## src/gsu_pkg.sv

```systemverilog
// ----------------------------------------------------------------------------
// gsu_pkg
// Shared types and constants of the GSM 7-bit septet unpacker.
// ----------------------------------------------------------------------------
package gsu_pkg;

  // default character cap of one text
  localparam int MAX_TEXT_CHARS_DEF = 255;

  // most characters one octet can cause
  localparam int RES_MAX = 3;

  // depth of the job queue between front and back
  localparam int Q_DEPTH = 2;

  // one decoded octet: up to three characters and their end flags
  typedef struct packed {
    logic [1:0]                 count;
    logic [RES_MAX-1:0][6:0]    chars;
    logic [RES_MAX-1:0]         ends;
  } job_t;

  // queue status seen by front and back
  typedef struct packed {
    logic full;
    logic empty;
  } q_stat_t;

endpackage

```

## src/gsu_in_if.sv

```systemverilog
// ----------------------------------------------------------------------------
// gsu_in_if
// Octet channel: valid/ready handshake with one packed octet and its flags.
// ----------------------------------------------------------------------------
interface gsu_in_if;
  logic       valid;
  logic       ready;
  logic [7:0] octet;
  logic       first_octet;
  logic       final_octet;
  logic [7:0] text_limit;

  modport source (output valid, octet, first_octet, final_octet, text_limit,
                  input ready);
  modport sink   (input valid, octet, first_octet, final_octet, text_limit,
                  output ready);
endinterface

```

## src/gsu_out_if.sv

```systemverilog
// ----------------------------------------------------------------------------
// gsu_out_if
// Character channel: valid/ready handshake with one unpacked character.
// ----------------------------------------------------------------------------
interface gsu_out_if;
  logic       valid;
  logic       ready;
  logic [6:0] character;
  logic       run_last;
  logic       text_end;

  modport source (output valid, character, run_last, text_end, input ready);
  modport sink   (input valid, character, run_last, text_end, output ready);
endinterface

```

## src/gsu_front.sv

```systemverilog
// ----------------------------------------------------------------------------
// gsu_front
// Accepts octets, keeps the unpacking state and turns each octet into a job
// of zero to three characters.
// ----------------------------------------------------------------------------
module gsu_front #(
  parameter int MAX_TEXT_CHARS = gsu_pkg::MAX_TEXT_CHARS_DEF
) (
  input  logic            clk,
  input  logic            rst_n,
  gsu_in_if.sink          in_if,
  input  gsu_pkg::q_stat_t q_stat,
  output logic            push,
  output gsu_pkg::job_t   job
);

  localparam logic [7:0] LIMIT_CAP =
    (MAX_TEXT_CHARS > 255) ? 8'd255 : 8'(MAX_TEXT_CHARS);

  logic [7:0] prev_r, prev_nxt;
  logic [2:0] carry_r, carry_nxt;
  logic [7:0] ce_r, ce_nxt;
  logic       lr_r, lr_nxt;
  logic       accept;

  assign in_if.ready = !q_stat.full;
  assign accept      = in_if.valid && in_if.ready;

  // decode one octet against the held state
  always_comb begin
    logic [7:0] lim;
    logic [2:0] c;
    logic [7:0] ce;
    logic       lr;
    logic [1:0] n;
    logic [6:0] ch;
    lim = (in_if.text_limit > LIMIT_CAP) ? LIMIT_CAP : in_if.text_limit;
    c   = (carry_r == 3'd0) ? 3'd1 : carry_r;
    ce  = ce_r;
    lr  = lr_r;
    n   = 2'd0;
    job = '0;
    ch  = 7'(({in_if.octet, prev_r}) >> (4'd8 - {1'b0, c}));

    if (in_if.first_octet) begin
      // first character always goes out
      c  = 3'd1;
      ce = 8'd1;
      lr = (lim <= 8'd1);
      job.chars[0] = in_if.octet[6:0];
      job.ends[0]  = lr;
      n  = 2'd1;
    end else if (!lr) begin
      // joined character from this and the previous octet
      if (ce >= lim) begin
        lr = 1'b1;
      end else begin
        ce = 8'(ce + 8'd1);
        lr = (ce >= lim);
        job.chars[n] = ch;
        job.ends[n]  = lr;
        n  = 2'(n + 2'd1);
      end
      if (!lr) begin
        if (c == 3'd7) begin
          // carry wraps: whole second character in the low bits
          c = 3'd1;
          if (ce >= lim) begin
            lr = 1'b1;
          end else begin
            ce = 8'(ce + 8'd1);
            lr = (ce >= lim);
            job.chars[n] = in_if.octet[6:0];
            job.ends[n]  = lr;
            n  = 2'(n + 2'd1);
          end
        end else begin
          c = 3'(c + 3'd1);
        end
      end
    end

    // remainder character on the final octet
    if (in_if.final_octet && !lr && (ce < lim)) begin
      ce = 8'(ce + 8'd1);
      lr = (ce >= lim);
      job.chars[n] = 7'(in_if.octet >> (4'd8 - {1'b0, c}));
      job.ends[n]  = 1'b1;
      n  = 2'(n + 2'd1);
    end else if (in_if.final_octet && (n != 2'd0)) begin
      job.ends[2'(n - 2'd1)] = 1'b1;
    end

    job.count = n;
    prev_nxt  = in_if.octet;
    carry_nxt = c;
    ce_nxt    = ce;
    lr_nxt    = lr;
  end

  assign push = accept && (job.count != 2'd0);

  // state registers
  always_ff @(posedge clk) begin
    if (!rst_n) begin
      prev_r  <= 8'd0;
      carry_r <= 3'd1;
      ce_r    <= 8'd0;
      lr_r    <= 1'b0;
    end else if (accept) begin
      prev_r  <= prev_nxt;
      carry_r <= carry_nxt;
      ce_r    <= ce_nxt;
      lr_r    <= lr_nxt;
    end
  end

endmodule

```

## src/gsu_queue.sv

```systemverilog
// ----------------------------------------------------------------------------
// gsu_queue
// Short job queue that decouples the octet front from the character back.
// ----------------------------------------------------------------------------
module gsu_queue (
  input  logic             clk,
  input  logic             rst_n,
  input  logic             push,
  input  gsu_pkg::job_t    wr_job,
  input  logic             pop,
  output gsu_pkg::job_t    head,
  output gsu_pkg::q_stat_t q_stat
);

  localparam int PW = (gsu_pkg::Q_DEPTH > 1) ? $clog2(gsu_pkg::Q_DEPTH) : 1;
  localparam int CW = $clog2(gsu_pkg::Q_DEPTH + 1);
  localparam logic [CW-1:0] DEPTH_C = CW'(gsu_pkg::Q_DEPTH);
  localparam logic [PW-1:0] LAST_P  = PW'(gsu_pkg::Q_DEPTH - 1);

  gsu_pkg::job_t  mem_r [gsu_pkg::Q_DEPTH];
  logic [PW-1:0]  wr_ptr_r, rd_ptr_r;
  logic [CW-1:0]  cnt_r;

  assign q_stat.full  = (cnt_r == DEPTH_C);
  assign q_stat.empty = (cnt_r == '0);
  assign head         = mem_r[rd_ptr_r];

  // entry storage
  always_ff @(posedge clk) begin
    if (push) begin
      mem_r[wr_ptr_r] <= wr_job;
    end
  end

  // pointers and fill count
  always_ff @(posedge clk) begin
    if (!rst_n) begin
      wr_ptr_r <= '0;
      rd_ptr_r <= '0;
      cnt_r    <= '0;
    end else begin
      if (push) begin
        wr_ptr_r <= (wr_ptr_r == LAST_P) ? '0 : PW'(wr_ptr_r + 1'b1);
      end
      if (pop) begin
        rd_ptr_r <= (rd_ptr_r == LAST_P) ? '0 : PW'(rd_ptr_r + 1'b1);
      end
      if (push && !pop) begin
        cnt_r <= CW'(cnt_r + 1'b1);
      end else if (pop && !push) begin
        cnt_r <= CW'(cnt_r - 1'b1);
      end
    end
  end

endmodule

```

## src/gsu_back.sv

```systemverilog
// ----------------------------------------------------------------------------
// gsu_back
// Walks the head job of the queue and sends its characters one at a time.
// ----------------------------------------------------------------------------
module gsu_back (
  input  logic             clk,
  input  logic             rst_n,
  input  gsu_pkg::job_t    head,
  input  gsu_pkg::q_stat_t q_stat,
  output logic             pop,
  gsu_out_if.source        out_if
);

  logic [1:0] idx_r, idx_nxt;
  logic       last;
  logic       xfer;

  assign last = (idx_r == 2'(head.count - 2'd1));
  assign xfer = out_if.valid && out_if.ready;
  assign pop  = xfer && last;

  // result payload from the head job
  assign out_if.valid     = !q_stat.empty;
  assign out_if.character = head.chars[idx_r];
  assign out_if.run_last  = last;
  assign out_if.text_end  = head.ends[idx_r];

  // character index within the job
  always_comb begin
    idx_nxt = idx_r;
    if (xfer) begin
      idx_nxt = last ? 2'd0 : 2'(idx_r + 2'd1);
    end
  end

  always_ff @(posedge clk) begin
    if (!rst_n) begin
      idx_r <= 2'd0;
    end else begin
      idx_r <= idx_nxt;
    end
  end

endmodule

```

## src/gsm7_septet_unpacker_core.sv

```systemverilog
// ----------------------------------------------------------------------------
// gsm7_septet_unpacker_core
// GSM 7-bit septet unpacker: packed octets in, 7-bit characters out.
// ----------------------------------------------------------------------------
// Usage:
//   in_if carries one packed octet per transaction with first_octet,
//   final_octet and text_limit. out_if carries one character per
//   transaction with run_last on the last character of an octet and
//   text_end on the last character of the text.
//   The front decodes an octet in the cycle it is taken and queues a job of
//   zero to three characters; an octet that yields none leaves no trace on
//   out_if. The first character of a job is sent once the job reaches the queue head.
//   The back sends one character per cycle from the single result port
//   while out_if is ready; an octet yields up to three characters
//   (eight characters per seven octets for running text); octets are
//   taken every cycle while the two-entry job queue has room.
//   Reset (rst_n low at a clock edge) empties the queue and restores the
//   state: previous octet 0, carry 1, no characters counted.
//   When out_if stalls the head character holds and the queue fills; then
//   in_if.ready drops until a job has gone out.
// ----------------------------------------------------------------------------
module gsm7_septet_unpacker_core #(
  parameter int MAX_TEXT_CHARS = gsu_pkg::MAX_TEXT_CHARS_DEF
) (
  input  logic      clk,
  input  logic      rst_n,
  gsu_in_if.sink    in_if,
  gsu_out_if.source out_if
);

  gsu_pkg::job_t    fr_job;
  gsu_pkg::job_t    head;
  gsu_pkg::q_stat_t q_stat;
  logic             push;
  logic             pop;

  // octet decode and state
  gsu_front #(
    .MAX_TEXT_CHARS (MAX_TEXT_CHARS)
  ) u_front (
    .clk    (clk),
    .rst_n  (rst_n),
    .in_if  (in_if),
    .q_stat (q_stat),
    .push   (push),
    .job    (fr_job)
  );

  // job queue
  gsu_queue u_queue (
    .clk    (clk),
    .rst_n  (rst_n),
    .push   (push),
    .wr_job (fr_job),
    .pop    (pop),
    .head   (head),
    .q_stat (q_stat)
  );

  // character sender
  gsu_back u_back (
    .clk    (clk),
    .rst_n  (rst_n),
    .head   (head),
    .q_stat (q_stat),
    .pop    (pop),
    .out_if (out_if)
  );

  // no job is written into a full queue
  a_no_overflow: assert property (@(posedge clk) disable iff (!rst_n)
    push |-> !q_stat.full)
    else $error("job pushed into full queue");

  // a queued job always has at least one character
  a_head_nonempty: assert property (@(posedge clk) disable iff (!rst_n)
    !q_stat.empty |-> (head.count != 2'd0))
    else $error("empty job at queue head");

  // a final octet that yields characters closes the text on its last one
  a_final_end: assert property (@(posedge clk) disable iff (!rst_n)
    (push && in_if.final_octet) |-> fr_job.ends[2'(fr_job.count - 2'd1)])
    else $error("final octet job without text end");

  // popping happens only on the last character of the head job
  a_pop_last: assert property (@(posedge clk) disable iff (!rst_n)
    pop |-> (out_if.valid && out_if.run_last))
    else $error("job popped before its last character");

endmodule
```

## src/flat_wrapper.sv

```systemverilog
// flat-port wrapper written by rule: the top's interface ports become plain ports
module gsm7_septet_unpacker_core_flat 
#(
  parameter int MAX_TEXT_CHARS = gsu_pkg::MAX_TEXT_CHARS_DEF
)
  (clk, rst_n, in_if_valid, in_if_octet, in_if_first_octet, in_if_final_octet, in_if_text_limit, in_if_ready, out_if_valid, out_if_character, out_if_run_last, out_if_text_end, out_if_ready);
  gsu_in_if in_if_i ();
  gsu_out_if out_if_i ();
  input  logic clk;
  input  logic rst_n;
  input wire logic [$bits(in_if_i.valid)-1:0] in_if_valid;
  input wire logic [$bits(in_if_i.octet)-1:0] in_if_octet;
  input wire logic [$bits(in_if_i.first_octet)-1:0] in_if_first_octet;
  input wire logic [$bits(in_if_i.final_octet)-1:0] in_if_final_octet;
  input wire logic [$bits(in_if_i.text_limit)-1:0] in_if_text_limit;
  output wire logic [$bits(in_if_i.ready)-1:0] in_if_ready;
  output wire logic [$bits(out_if_i.valid)-1:0] out_if_valid;
  output wire logic [$bits(out_if_i.character)-1:0] out_if_character;
  output wire logic [$bits(out_if_i.run_last)-1:0] out_if_run_last;
  output wire logic [$bits(out_if_i.text_end)-1:0] out_if_text_end;
  input wire logic [$bits(out_if_i.ready)-1:0] out_if_ready;
  assign in_if_i.valid = in_if_valid;
  assign in_if_i.octet = in_if_octet;
  assign in_if_i.first_octet = in_if_first_octet;
  assign in_if_i.final_octet = in_if_final_octet;
  assign in_if_i.text_limit = in_if_text_limit;
  assign in_if_ready = in_if_i.ready;
  assign out_if_valid = out_if_i.valid;
  assign out_if_character = out_if_i.character;
  assign out_if_run_last = out_if_i.run_last;
  assign out_if_text_end = out_if_i.text_end;
  assign out_if_i.ready = out_if_ready;
  gsm7_septet_unpacker_core #(.MAX_TEXT_CHARS(MAX_TEXT_CHARS)) u_core (.clk(clk), .rst_n(rst_n), .in_if(in_if_i), .out_if(out_if_i));
endmodule
```

## config.mk

```make
export PLATFORM = sky130hd
export DESIGN_NAME = gsm7_septet_unpacker_core_flat
export DESIGN_NICKNAME = d
export VERILOG_FILES = /design/src/gsu_pkg.sv /design/src/gsu_in_if.sv /design/src/gsu_out_if.sv /design/src/gsu_front.sv /design/src/gsu_queue.sv /design/src/gsu_back.sv /design/src/gsm7_septet_unpacker_core.sv /design/src/flat_wrapper.sv
export SDC_FILE = /design/constraint.sdc
export NUM_CORES = 1
export LEC_CHECK = 0
export CAP_MARGIN = 25
export CORE_MARGIN = 10
export CORE_UTILIZATION = 65
export CTS_BUF_LIST = sky130_fd_sc_hd__clkbuf_16
export CTS_CLUSTER_DIAMETER = 60
export DETAILED_ROUTE_END_ITERATION = 8
export DONT_BUFFER_PORTS = 1
export HOLD_SLACK_MARGIN = 0.1
export PLACE_DENSITY = 0.86
export SYNTH_ARGS = -nofsm -noshare
export SYNTH_HDL_FRONTEND = slang
export SYNTH_HIERARCHICAL = 1
export SYNTH_SLANG_ARGS = --single-unit
```

## constraint.sdc

```tcl
create_clock -name clk -period 14.3 [get_ports clk]
set_clock_uncertainty 0.15 [all_clocks]
set_input_delay 1.43 -clock clk [delete_from_list [all_inputs] [get_ports clk]]
set_output_delay 1.43 -clock clk [all_outputs]
set_load 0.02 [all_outputs]
```

; Word-level counts from Yosys, hierarchy flattened
; Memories as Yosys holds them, arrays and structs flattened. A register that Yosys moved wholly into a read port is not among the register bits.
; Index checks and enable logic that the tools add are counted.
[classes]
addsub = 15
order_cmp = 15
eq_ne = 3
shift = 2
mux = 76
n_bitwise = 2
reduce_logical = 22
[ops]
columns = op, n
row1 = $mux 24, 4
row2 = $mux 8, 10
row3 = $mux 7, 7
row4 = $bwmux 21, 2
row5 = $ge 8x8->1, 5
row6 = $demux 7 s2, 2
row7 = $add 8x1->8 const B, 3
row8 = $mux 1, 24
row9 = $mux 2, 12
row10 = $mux 21, 1
row11 = $mux 3, 7
row12 = $shr 16x4->7, 1
row13 = $bmux 7 s2, 1
row14 = $mux 14, 1
row15 = $logic_and 1x1->1, 12
row16 = $lt 2x3->1 const B, 4
row17 = $add 2x1->2 const B, 4
row18 = $gt 8x8->1 const B, 1
row19 = $le 8x1->1 const B, 1
row20 = $lt 8x8->1, 1
row21 = $shr 8x4->7, 1
row22 = $sub 4x3->4 const A, 2
row23 = $demux 1 s2, 3
row24 = $ge 2x1->1 const B, 3
row25 = 13 further kinds, 23
[word_totals]
ff_bits = 26
ramBits = 52
input_bits = 22
word_cells = 144
n_memories = 1
[mem_list]
columns = memory, words, word_bits, read_ports, rd_clocked_by_memory_dff, wr, line_no
row1 = u_core.u_queue.mem_r, 2, 26, 1, 1, 1, gsu_queue.sv:20  ; gsu_pkg::job_t mem_r [gsu_pkg::Q_DEPTH];

; Depth between registers and ports, before layout
; Gate-level depths: netlist of the first run.
[logic_depth]
ltp_word = 23
depth_mapped = 30

; Cells and area by module
; The synthesis of the first run kept the hierarchy.
[modules_own_cells]
columns = module, n_inst, cells_each, area_per_inst_um2, seq_area_each_um2
row1 = gsu_front, 1, 497, 3868.7, 400.4
row2 = gsu_queue, 1, 103, 2093.3, 1661.6
row3 = gsu_back, 1, 44, 306.5, 40.0

; Worst setup path before layout of the first run
; Ideal clock, no wire load.
[synth_path]
kind = input to register
startpoint = input port in_if_text_limit[7]
endpoint = memory u_core/u_queue/mem_r[0][0] (netlist name), enable pin
arrival_time_ps = 7818
required_time_ps = 13737
path_slack_ps = 5918
cell_stages = 26
n_path_buf = 1
path_cell_list = inv_1 ha_1 a21oi_1 o211ai_1 a21oi_2 inv_1 nor2_1 xor2_1 ha_1 a41oi_1 a21oi_1 a22oi_1 nand3_1 or4b_1 a21o_1 xor2_1 nor2_4 ha_1 a21o_1 nand2_1 nand4b_1 a211oi_4 buf_2 nor3_1 a311oi_1 nor2b_1
[synth_between]
elab_chain_len = 21
word_cells_on_any_way = 43
classes_between = 3 x add/sub / 7 x order compare / 28 x mux / 5 x reduce/logical
[synth_rtl]
columns = element, line_no
row1 = start: declaration, flat_wrapper.sv:15  ; input wire logic [$bits(in_if_i.text_limit)-1:0] in_if_text_limit;
row2 = $gt 8x8->1, gsu_front.sv:37  ; lim = (in_if.text_limit > LIMIT_CAP) ? LIMIT_CAP : in_if.text_limit;
row3 = $mux 8 *, gsu_front.sv:37
row4 = $ge 8x8->1, gsu_front.sv:55  ; if (ce >= lim) begin
row5 = $mux 8, gsu_front.sv:55
row6 = $mux 8, gsu_front.sv:53  ; end else if (!lr) begin
row7 = $mux 8, gsu_front.sv:45  ; if (in_if.first_octet) begin
row8 = $add 8x1->8, gsu_front.sv:71  ; ce = 8'(ce + 8'd1);
row9 = $ge 8x8->1, gsu_front.sv:72  ; lr = (ce >= lim);
row10 = [... 5 more ...], --
row11 = $logic_not 1->1, gsu_front.sv:84  ; if (in_if.final_octet && !lr && (ce < lim)) begin
row12 = $logic_and 1x1->1 (2 in series), gsu_front.sv:84
row13 = $mux 2 *, gsu_front.sv:84
row14 = $reduce_bool 2->1 *, gsu_front.sv:101  ; assign push = accept && (job.count != 2'd0);
row15 = $logic_and 1x1->1 *, gsu_front.sv:101
row16 = via u_core.push, gsm7_septet_unpacker_core.sv:34  ; logic push;
row17 = $mux 1 *, gsu_queue.sv:30  ; if (push) begin
row18 = $mux 1 (implied by the code) *, gsu_queue.sv:31  ; mem_r[wr_ptr_r] <= wr_job;
row19 = end: declaration, gsu_queue.sv:20
; The timed path passes the listed nets; every way through them passes the cells marked *. The select of a mux whose other input is x is not followed.

; Worst setup path after layout of the first run
[layout_path]
startpoint = input port in_if_text_limit[7]
endpoint = memory u_core/u_queue/mem_r[1][5] (netlist name), enable pin
; Same word-level chain as after synthesis.

==> impl_results.md, run 1 <==
- Register-to-Register Setup Slack: 6330 ps
- Power share of the sequential group: 31.8%
- Vias in the first global route: 5,161
- First-pass GRT wire length: 27,710 µm
- Power share of the clock group: 24.7%
- CTS tree: yes
- Static Leak: 2.689 nW
- Cell with the most instances after synthesis: nand2_1
- Ys async rst share: 0%
- Power per cell area: 156.5 nW/µm²
- Area grow syn2layout: 6.966%
- Worst Hold Class: register to register
- Mapped Cells: 644
- Finish-stage setup viols: 0
- Placed inst area: 6330 µm²
- Total track usage: 24.03%
- Net Sw Power: 0.4145 mW
- Root buf cell: clkbuf_16
- Tot Pwr: 1.049 mW
- Hold_buf cts: 0
- Die width: 118.2 µm
- Switch share: 39.51%
- Internal: 0.6346 mW
- Routability cong.: 0.9390
- Clock H-tree levels: 3
- RSZ-0062 raised after global routing: no
- DRC violations left: 0
- Finished Cell Area: 6705 µm²
- TNS Setup: 0 ps
- Syn Nets: 724
- Pre-Repair DR Iteration Count: 5
- Crit path capture type: register
- PortBufs: 0
- Sequential share of the synthesized area: 33.53%
- # rows: 35
- Combinational share of power: 43.5%
- Max Slew Vio Count: 0
- Grt ovf: 0
- Share of cells above drive strength 1: 12.58%
- Cts bufs inserted: 9
- Number of fill cells in the layout: 725
- Fin Hold WS: 310.3 ps
- Core Area: 9328 µm²
- WP data arrival: 8530 ps
- Top cell type by total area after synthesis: edfxtp_1
- Drt via density: 6.698
- CP required: 14,190 ps
- Crit path time final: 8642 ps
- Worst Setup EP: u_core/u_queue/mem_r[1][5]
- Syn Area/Cell: 9.734 µm²
- #FFs+latches synth: 79
- Die ar.: 13,970 µm²
- VDD IR-drop max: 89.72 µV
- Initial antenna violation count: 0
- Worst setup slack after placement: 5453 ps
- CP startpoint: in_if_text_limit[7]
- Estimated wirelength of the detail-placed design: 12,670 µm
- Inserted Diodes: 0
- Period utilization: 60.43%
- Worst slew pin tran: 848.4 ps
- Final worst slack: 5658 ps
- Slew margin rel.: 43.01%
- Post-route antenna net violation count: 0
- Synth top area cells: edfxtp_1 25%, ha_1 12%, dfxtp_1 8.6%
- Synthesis Warnings: 6
- Max FO, Critical Path: 18
- Die Height: 118.2 µm
- Post-CTS Setup Repair Bufs: 0
- WL/cell: 22.28 µm
- Largest net degree at the start of global routing: 28
- Post-synth EDFFs: 52
- Top-area cell type share of the netlist area: 24.91%
- Reg2Reg Depth: 25
- Max-cap violations: 0
- Kind of critical path: input port to register
- Fmax: 0.1157 GHz
- Post-Route WL: 17,050 µm
- FF-to-FF Start: u_core/u_front/ce_r[2]
- DR vias: 5,124
- Io pins: 33
- CP Launch Type: input port
- Prevailing post-synth register cell: edfxtp_1
- Synthesized area: 6269 µm²
- CTS Buffer Depth: 2
- Effective utilization at floorplan: 67.20%
- Nets: 711
- Initial drt markers: 591
- Clock Latency Late Sink: 340 ps
- Status: finished clean
- Clock transition at path regs: 70 ps
- CTS sink cnt: 79
- Total count of hold-check failures in the final report: 0
- Post-CTS resize count: 0
- RR Endpoint: u_core/u_queue/mem_r[1][5]
- Post-synth top cells: 63 x nand2_1, 58 x ha_1, 52 x edfxtp_1
- Unique masters post-synth: 72
area by class of cell:
| type | count | area, µm² | share of cell area [%] |
|---|---|---|---|
| Clock buffer | 9 | 225.2 | 3.359 |
| Tap cell | 129 | 161.4 | 2.407 |
| Timing Repair Buffer | 7 | 77.57 | 1.157 |
| Inverter | 33 | 123.9 | 1.847 |
| Multi-Input combinational cell | 501 | 3905 | 58.24 |
| Sequential cell | 79 | 2102 | 31.35 |
| Clock inverter | 7 | 110.1 | 1.642 |
metal layers:
metal / vias to the layer above / track usage [%] / share of wire [%]
met3: 49 / 4.236 / 7.2
met5: - / 0 / 0
met1: 2448 / 29.03 / 41
met2: 262 / 41.52 / 49
met4: 0 / 9.351 / 2.9
li1: 2365 / - / -
kinds of logic after synthesis:
group / Yosys count / synth area share [%]
simple gates: 187 / 15.33
fa+ha+maj: 58 / 11.58
buf+inv: 64 / 4.212
flops: 79 / 33.53
xor+xnor: 45 / 6.287
mux: 66 / 13.59
compound gates: 145 / 15.47
registers in the layout, summed over array words and instances (netlist names), named ones only:
signal,cells
u_core/u_queue/rd_ptr_r,1
u_core/u_queue/mem_r,52
u_core/u_front/prev_r,8
u_core/u_queue/cnt_r,2
u_core/u_front/ce_r,8
u_core/u_queue/wr_ptr_r,1
u_core/u_front/carry_r,3
u_core/u_front/lr_r,1
u_core/u_back/idx_r,2
through the flow:
stage          std cells  util [%]
2_1_floorplan        644         -
3_3_place_gp         745     67.70
3_5_place_dp         746     67.86
4_1_cts              762     71.46
5_1_grt              765     71.88
6_report             765     71.88
worst min path at each step:
stage | cells past startpoint | slack, ps | from | endpoint
floorplan | 2 | 290 | u_core/u_front/prev_r[0] | u_core/u_front/prev_r[0]
global placement | 2 | 300 | u_core/u_front/prev_r[0] | u_core/u_front/prev_r[0]
detailed placement | 2 | 300 | u_core/u_front/prev_r[0] | u_core/u_front/prev_r[0]
CTS | 2 | 310 | u_core/u_front/prev_r[0] | u_core/u_front/prev_r[0]
global route | 2 | 330 | u_core/u_front/prev_r[0] | u_core/u_front/prev_r[0]
finish | 2 | 310 | u_core/u_front/prev_r[0] | u_core/u_front/prev_r[0]
power groups by stage:
stage / sequential, mW / clock, mW / combinational, mW
2_1_floorplan: 0.317 / 0 / 0.356
3_3_place_gp: 0.335 / 0 / 0.419
3_5_place_dp: 0.340 / 0 / 0.436
4_1_cts: 0.335 / 0.263 / 0.442
5_1_grt: 0.338 / 0.272 / 0.500
6_report: 0.333 / 0.259 / 0.457
cells in the final DEF, fill, tap and decap left out, types with 9 or more instances in the layout:
cell / netlist / layout
nand2_1: 63 / 63
ha_1: 58 / 58
edfxtp_1: 52 / 52
a21oi_1: 36 / 36
xnor2_1: 33 / 33
inv_1: 32 / 32
mux2_2: 32 / 32
nor2_1: 31 / 31
dfxtp_1: 27 / 27
o21ai_1: 22 / 22
mux2i_1: 21 / 21
nand3_1: 20 / 20
a21o_1: 14 / 14
o21ai_0: 14 / 14
xor2_1: 12 / 12
a211oi_1: 12 / 12
mux4_2: 12 / 12
clkbuf_16: 0 / 9
nor2b_1: 10 / 9
nand4_1: 9 / 9
critical path: stages:
cell and delay (ps):
inv_1 190, ha_1 310, a21oi_1 150, o211ai_1 270, a21oi_2 530, inv_1 130
nor2_1 160, xor2_1 260, ha_1 310, a41oi_1 190, a21oi_1 80, a22oi_1 310
nand3_1 280, or4b_1 570, a21o_1 210, xor2_1 170, nor2_4 180, ha_1 290
a21o_1 180, nand2_1 60, nand4b_1 170, a211oi_4 660, nor3_1 100, a311oi_1 470
and2_1 640, buf_8 240
Power figures use the tool's default switching activity.
==> run 2: changes to the inputs <==
clock period = 8.4 ns   (was 14.3 ns; I/O delays follow)
==> impl_results.md, run 2 (synthesized netlist as in run 1, its figures left out) <==
- WL/cell: 20.57 µm (was 22.28 µm)
- First-pass GRT wire length: 25,360 µm (was 27,710 µm)
- Power per cell area: 259.8 nW/µm² (was 156.5 nW/µm²)
- Register area: 2102 µm² (unchanged)
- Pre-Repair DR Iteration Count: 5 (unchanged)
- Largest register by flop count: u_core/u_queue/mem_r (unchanged)
- WP data arrival: 7620 ps (was 8530 ps)
- Post-route antenna net violation count: 0 (unchanged)
- Crit path capture type: register (unchanged)
- Hold_buf cts: 0 (unchanged)
- VDD IR-drop max: 155.8 µV (was 89.72 µV)
- DR vias: 5,100 (was 5,124)
- Die ar.: 13,970 µm² (unchanged)
- Max FO, Critical Path: 17 (was 18)
- Drt via density: 6.667 (was 6.698)
- Finish-stage setup viols: 0 (unchanged)
- Vias in the first global route: 5,001 (was 5,161)
- Post-CTS Setup Repair Bufs: 0 (unchanged)
- Crit path time final: 7499 ps
- Period utilization: 89.28%
- Initial drt markers: 575 (was 591)
- Worst slew pin tran: 1131 ps (was 848.4 ps)
- Nets: 711 (unchanged)
- Total count of hold-check failures in the final report: 0 (unchanged)
- RSZ-0062 raised after global routing: no (unchanged)
- Grt ovf: 0 (unchanged)
- CTS tree: yes (unchanged)
- Core Area: 9328 µm² (unchanged)
- Post-Route WL: 15,730 µm (was 17,050 µm)
- DRC violations left: 0 (unchanged)
- Root buf cell: clkbuf_16 (unchanged)
- Largest registers: u_core/u_queue/mem_r x52, u_core/u_front/ce_r x8, u_core/u_front/prev_r x8 (unchanged)
- Share of cells above drive strength 1: 12.58% (unchanged)
- Initial antenna violation count: 0 (unchanged)
- CP required: 8520 ps (was 14,190 ps)
- Reg2Reg Depth: 26 (was 25)
- Most frequent cells in the layout: 63 x nand2_1, 58 x ha_1, 52 x edfxtp_1 (unchanged)
- Tot Pwr: 1.734 mW (was 1.049 mW)
- TNS Setup: 0 ps (unchanged)
- Clock Latency Late Sink: 340 ps (about the same)
- Slew margin rel.: 24.16% (was 43.01%)
- Io pins: 33 (unchanged)
- Cts bufs inserted: 9 (unchanged)
- Max reg flops: 52 (unchanged)
- Worst Hold Class: register to register (unchanged)
- Status: finished clean (unchanged)
- Number of fill cells in the layout: 698 (was 725)
- PortBufs: 0 (unchanged)
- WHS Path Cells: 2 (unchanged)
- Clock H-tree levels: 3 (unchanged)
- CTS sink cnt: 79 (unchanged)
- Leading cell type in the layout, fill and taps excluded: nand2_1 (unchanged)
- Inserted Diodes: 0 (unchanged)
- CP Launch Type: input port (unchanged)
- Max-cap violations: 0 (unchanged)
- Effective utilization at floorplan: 67.20% (unchanged)
- Clock transition at path regs: 70 ps (about the same)
- Largest net degree at the start of global routing: 28 (unchanged)
- Routability cong.: 1.031 (was 0.9390)
- Kind of critical path: input port to register (unchanged)
- Area grow syn2layout: 6.467% (was 6.966%)
- Die width: 118.2 µm (unchanged)
- # rows: 35 (unchanged)
- Delay of the slowest cell on the worst path: 600 ps (was 660 ps)
- Estimated wirelength of the detail-placed design: 11,580 µm (was 12,670 µm)
- Cell mode on critical path: ha_1 (unchanged)
- Fmax: 0.1333 GHz
- Multi-input logic area: 3905 µm² (unchanged)
- Max Slew Vio Count: 0 (unchanged)
- CTS Buffer Depth: 2 (unchanged)
- Total track usage: 21.79% (was 24.03%)
- Static Leak: 2.676 nW (was 2.689 nW)
- Die Height: 118.2 µm (unchanged)
- Post-CTS resize count: 0 (unchanged)
- Crit-path slowest cell: or4b_1 (was a211oi_4)
run 2: layout make-up:
type / instances / share of cell area [%]
Sequential cell: 79 / 31.50
Timing Repair Buffer: 7 / 1.087
Tap cell: 129 / 2.418
Clock inverter: 7 / 1.256
Clock buffer: 9 / 3.375
Inverter: 33 / 1.856
Multi-Input combinational cell: 501 / 58.51
run 2: per-layer routing:
metal / global-route usage [%] / part of all wire, % / vias to the layer above
li1: - / - / 2358
met1: 26.81 / 42 / 2415
met2: 34.77 / 46 / 280
met3: 6.473 / 8.8 / 47
met4: 9.274 / 3.2 / 0
met5: 0 / 0 / -
run 2: through the flow:
step / utilization [%] / cells / hold slack [ps] / worst slack, ps / area (µm²)
3_5_place_dp: 67.86 / 747 / 304.4 / 848.3 / 6330
4_1_cts: 71.17 / 763 / 312.4 / 1035 / 6639
3_3_place_gp: 67.86 / 747 / 294.7 / 1047 / 6330
5_1_grt: 71.55 / 765 / 341.1 / 504.1 / 6674
6_report: 71.55 / 765 / 317.5 / 900.9 / 6674
2_1_floorplan: - / 644 / 285.7 / 608.5 / 6269
run 2: worst max-delay path, delay by kind of cell:
family / cells / cell delay (ps)
compound gates: 10 / 2520
buf+inv: 3 / 530
xor+xnor: 2 / 500
fa+ha+maj: 4 / 1330
simple gates: 7 / 1870
run 2: worst paths after layout:
check                                              start                        to  slack [ps]
worst min register to register  u_core/u_front/prev_r[0]  u_core/u_front/prev_r[0]         320
worst max register to register    u_core/u_front/ce_r[0]   u_core/u_queue/cnt_r[1]        1010
worst min-delay path            u_core/u_front/prev_r[0]  u_core/u_front/prev_r[0]         320
worst max-delay path                 in_if_text_limit[2]   u_core/u_queue/cnt_r[1]         900
run 2: power by group:
| part | internal (mW) | switching, mW | leakage, nW |
|---|---|---|---|
| Sequential | 0.506 | 0.0600 | 0.717 |
| Combinational | 0.303 | 0.458 | 1.81 |
| Clock | 0.236 | 0.171 | 0.149 |
==> run 3: changes to the inputs <==
REMOVE_ABC_BUFFERS = 1   (was unset)
==> impl_results.md, run 3 (synthesized netlist as in run 1, its figures left out) <==
- Status: finished clean (unchanged)
- Nets: 712 (was 711)
- Clock Latency Late Sink: 340 ps (about the same)
- Register area: 2102 µm² (unchanged)
- CTS sink cnt: 79 (unchanged)
- Routability cong.: 0.9549 (was 1.031)
- Internal: 1.045 mW (about the same)
- Period utilization: 89.26% (was 89.28%)
- Most frequent cells in the layout: 63 x nand2_1, 58 x ha_1, 52 x edfxtp_1 (unchanged)
- Crit path time final: 7498 ps (was 7499 ps)
- CTS tree: yes (unchanged)
- Core Area: 9328 µm² (unchanged)
- Io pins: 33 (unchanged)
- Max FO, Critical Path: 27 (was 17)
- CTS Buffer Depth: 2 (unchanged)
- Grt ovf: 0 (unchanged)
- CP Launch Type: input port (unchanged)
- Kind of critical path: input port to register (unchanged)
- Area grow syn2layout: 6.507% (was 6.467%)
- Post-CTS Setup Repair Bufs: 0 (unchanged)
- Post-Route WL: 16,780 µm (was 15,730 µm)
- Leading cell type in the layout, fill and taps excluded: nand2_1 (unchanged)
- Estimated wirelength of the detail-placed design: 11,970 µm (was 11,580 µm)
- Clock H-tree levels: 3 (unchanged)
- TNS Setup: 0 ps (unchanged)
- First-pass GRT wire length: 26,670 µm (was 25,360 µm)
- Die Height: 118.2 µm (unchanged)
- Initial antenna violation count: 0 (unchanged)
- Tot Pwr: 1.748 mW (was 1.734 mW)
- Share of cells above drive strength 1: 12.56% (was 12.58%)
- # rows: 35 (unchanged)
- Largest registers: u_core/u_queue/mem_r x52, u_core/u_front/ce_r x8, u_core/u_front/prev_r x8 (unchanged)
- Combinational share of power: 44.5% (was 43.9%)
- Power share of the sequential group: 32.5% (was 32.6%)
- Post-route antenna net violation count: 0 (unchanged)
- PortBufs: 0 (unchanged)
- Multi-input logic area: 3905 µm² (unchanged)
- Power per cell area: 261.8 nW/µm² (was 259.8 nW/µm²)
- Initial drt markers: 656 (was 575)
- Hold_buf cts: 0 (unchanged)
- Largest net degree at the start of global routing: 28 (unchanged)
- DRC violations left: 0 (unchanged)
- WL/cell: 21.91 µm (was 20.57 µm)
- Slew margin rel.: 27.54% (was 24.16%)
- Net Sw Power: 0.7027 mW (was 0.6889 mW)
- Post-CTS resize count: 0 (unchanged)
- Inserted Diodes: 0 (unchanged)
- Vias in the first global route: 4,985 (was 5,001)
- Root buf cell: clkbuf_16 (unchanged)
- CP required: 8250 ps (was 8520 ps)
- Die ar.: 13,970 µm² (unchanged)
- Switch share: 40.20% (was 39.73%)
- Finish-stage setup viols: 0 (unchanged)
- Crit path capture type: register (unchanged)
- Max-cap violations: 0 (unchanged)
- Largest register by flop count: u_core/u_queue/mem_r (unchanged)
- Max Slew Vio Count: 0 (unchanged)
- Die width: 118.2 µm (unchanged)
- VDD IR-drop max: 159.8 µV (was 155.8 µV)
- Max reg flops: 52 (unchanged)
- Static Leak: 2.677 nW (was 2.676 nW)
- Worst slew pin tran: 1087 ps (was 1131 ps)
- Clock transition at path regs: 70 ps (about the same)
- Total track usage: 23.10% (was 21.79%)
- Worst Hold Class: register to register (unchanged)
- Cts bufs inserted: 9 (unchanged)
- Number of fill cells in the layout: 678 (was 698)
- Power share of the clock group: 23.0% (was 23.5%)
- RSZ-0062 raised after global routing: no (unchanged)
- Fmax: 0.1334 GHz (was 0.1333 GHz)
- Drt via density: 6.832 (was 6.667)
- Total count of hold-check failures in the final report: 0 (unchanged)
- Effective utilization at floorplan: 67.20% (unchanged)
- Pre-Repair DR Iteration Count: 5 (unchanged)
- WP data arrival: 7350 ps (was 7620 ps)
- DR vias: 5,233 (was 5,100)
run 3: power groups by stage:
stage                     registers, mW  clock network [mW]  logic [mW]
after floorplan                   0.556                   0       0.570
after global placement            0.572                   0       0.706
after detailed placement          0.572                   0       0.750
after CTS                         0.566               0.405       0.763
after global routing              0.574               0.420       0.846
final                             0.568               0.403       0.777
run 3: layout make-up:
| cell class | instances | share of cell area, % |
|---|---|---|
| clock buffers | 9 | 3.373 |
| clock inverters | 7 | 1.181 |
| inverters | 33 | 1.855 |
| multi-input cells | 501 | 58.49 |
| flip-flops and latches | 79 | 31.48 |
| well taps | 129 | 2.418 |
| repair buffers | 8 | 1.199 |
run 3: metal layers:
layer  global-route usage, %  routed length, µm  part of all wire [%]  up-vias
li1                        -                  -                     -     2371
met1                   30.49               6804                    41     2475
met2                   36.34               7918                    47      346
met3                   4.712               1684                    10       41
met4                   9.042                374                   2.2        0
met5                       0                  0                     0        -
run 3: worst paths after layout:
path                                 start                         end  slack, ps  cells past startpoint
hold reg to reg   u_core/u_front/prev_r[0]    u_core/u_front/prev_r[0]        310                      2
hold / removal    u_core/u_front/prev_r[0]    u_core/u_front/prev_r[0]        310                      2
setup / recovery       in_if_text_limit[5]  u_core/u_queue/mem_r[0][6]        900                     26
setup reg to reg    u_core/u_front/ce_r[0]  u_core/u_queue/mem_r[0][6]        970                     26
run 3: through the flow:
step / setup slack (ps) / area, µm² / hold WS [ps] / util [%] / std cells
finish: 901.8 / 6676 / 309.3 / 71.58 / 766
global route: 415.9 / 6676 / 324.8 / 71.58 / 766
CTS: 1044 / 6676 / 307.8 / 71.58 / 766
detailed placement: 810.8 / 6372 / 299.0 / 68.32 / 750
global placement: 992.8 / 6345 / 292.4 / 68.02 / 749
floorplan: 640.4 / 6128 / 285.7 / - / 613
run 3: worst max-delay path: stages:
cell and delay [ps]:
inv_1 280, ha_1 300, nand3_1 100, o211ai_1 240, a21oi_2 530, inv_1 120, nor2_1 160, xor2_1 220
ha_1 300, a41oi_1 210, a21oi_1 90, a22oi_1 420, nand3_1 310, or4b_1 590, a21o_1 220, xor2_1 240
nor2_4 90, ha_1 320, a21o_1 190, nand2_1 60, nand4b_1 140, a211oi_4 200, nor3_1 80, a311oi_1 470
nor2b_2 250, buf_4 350
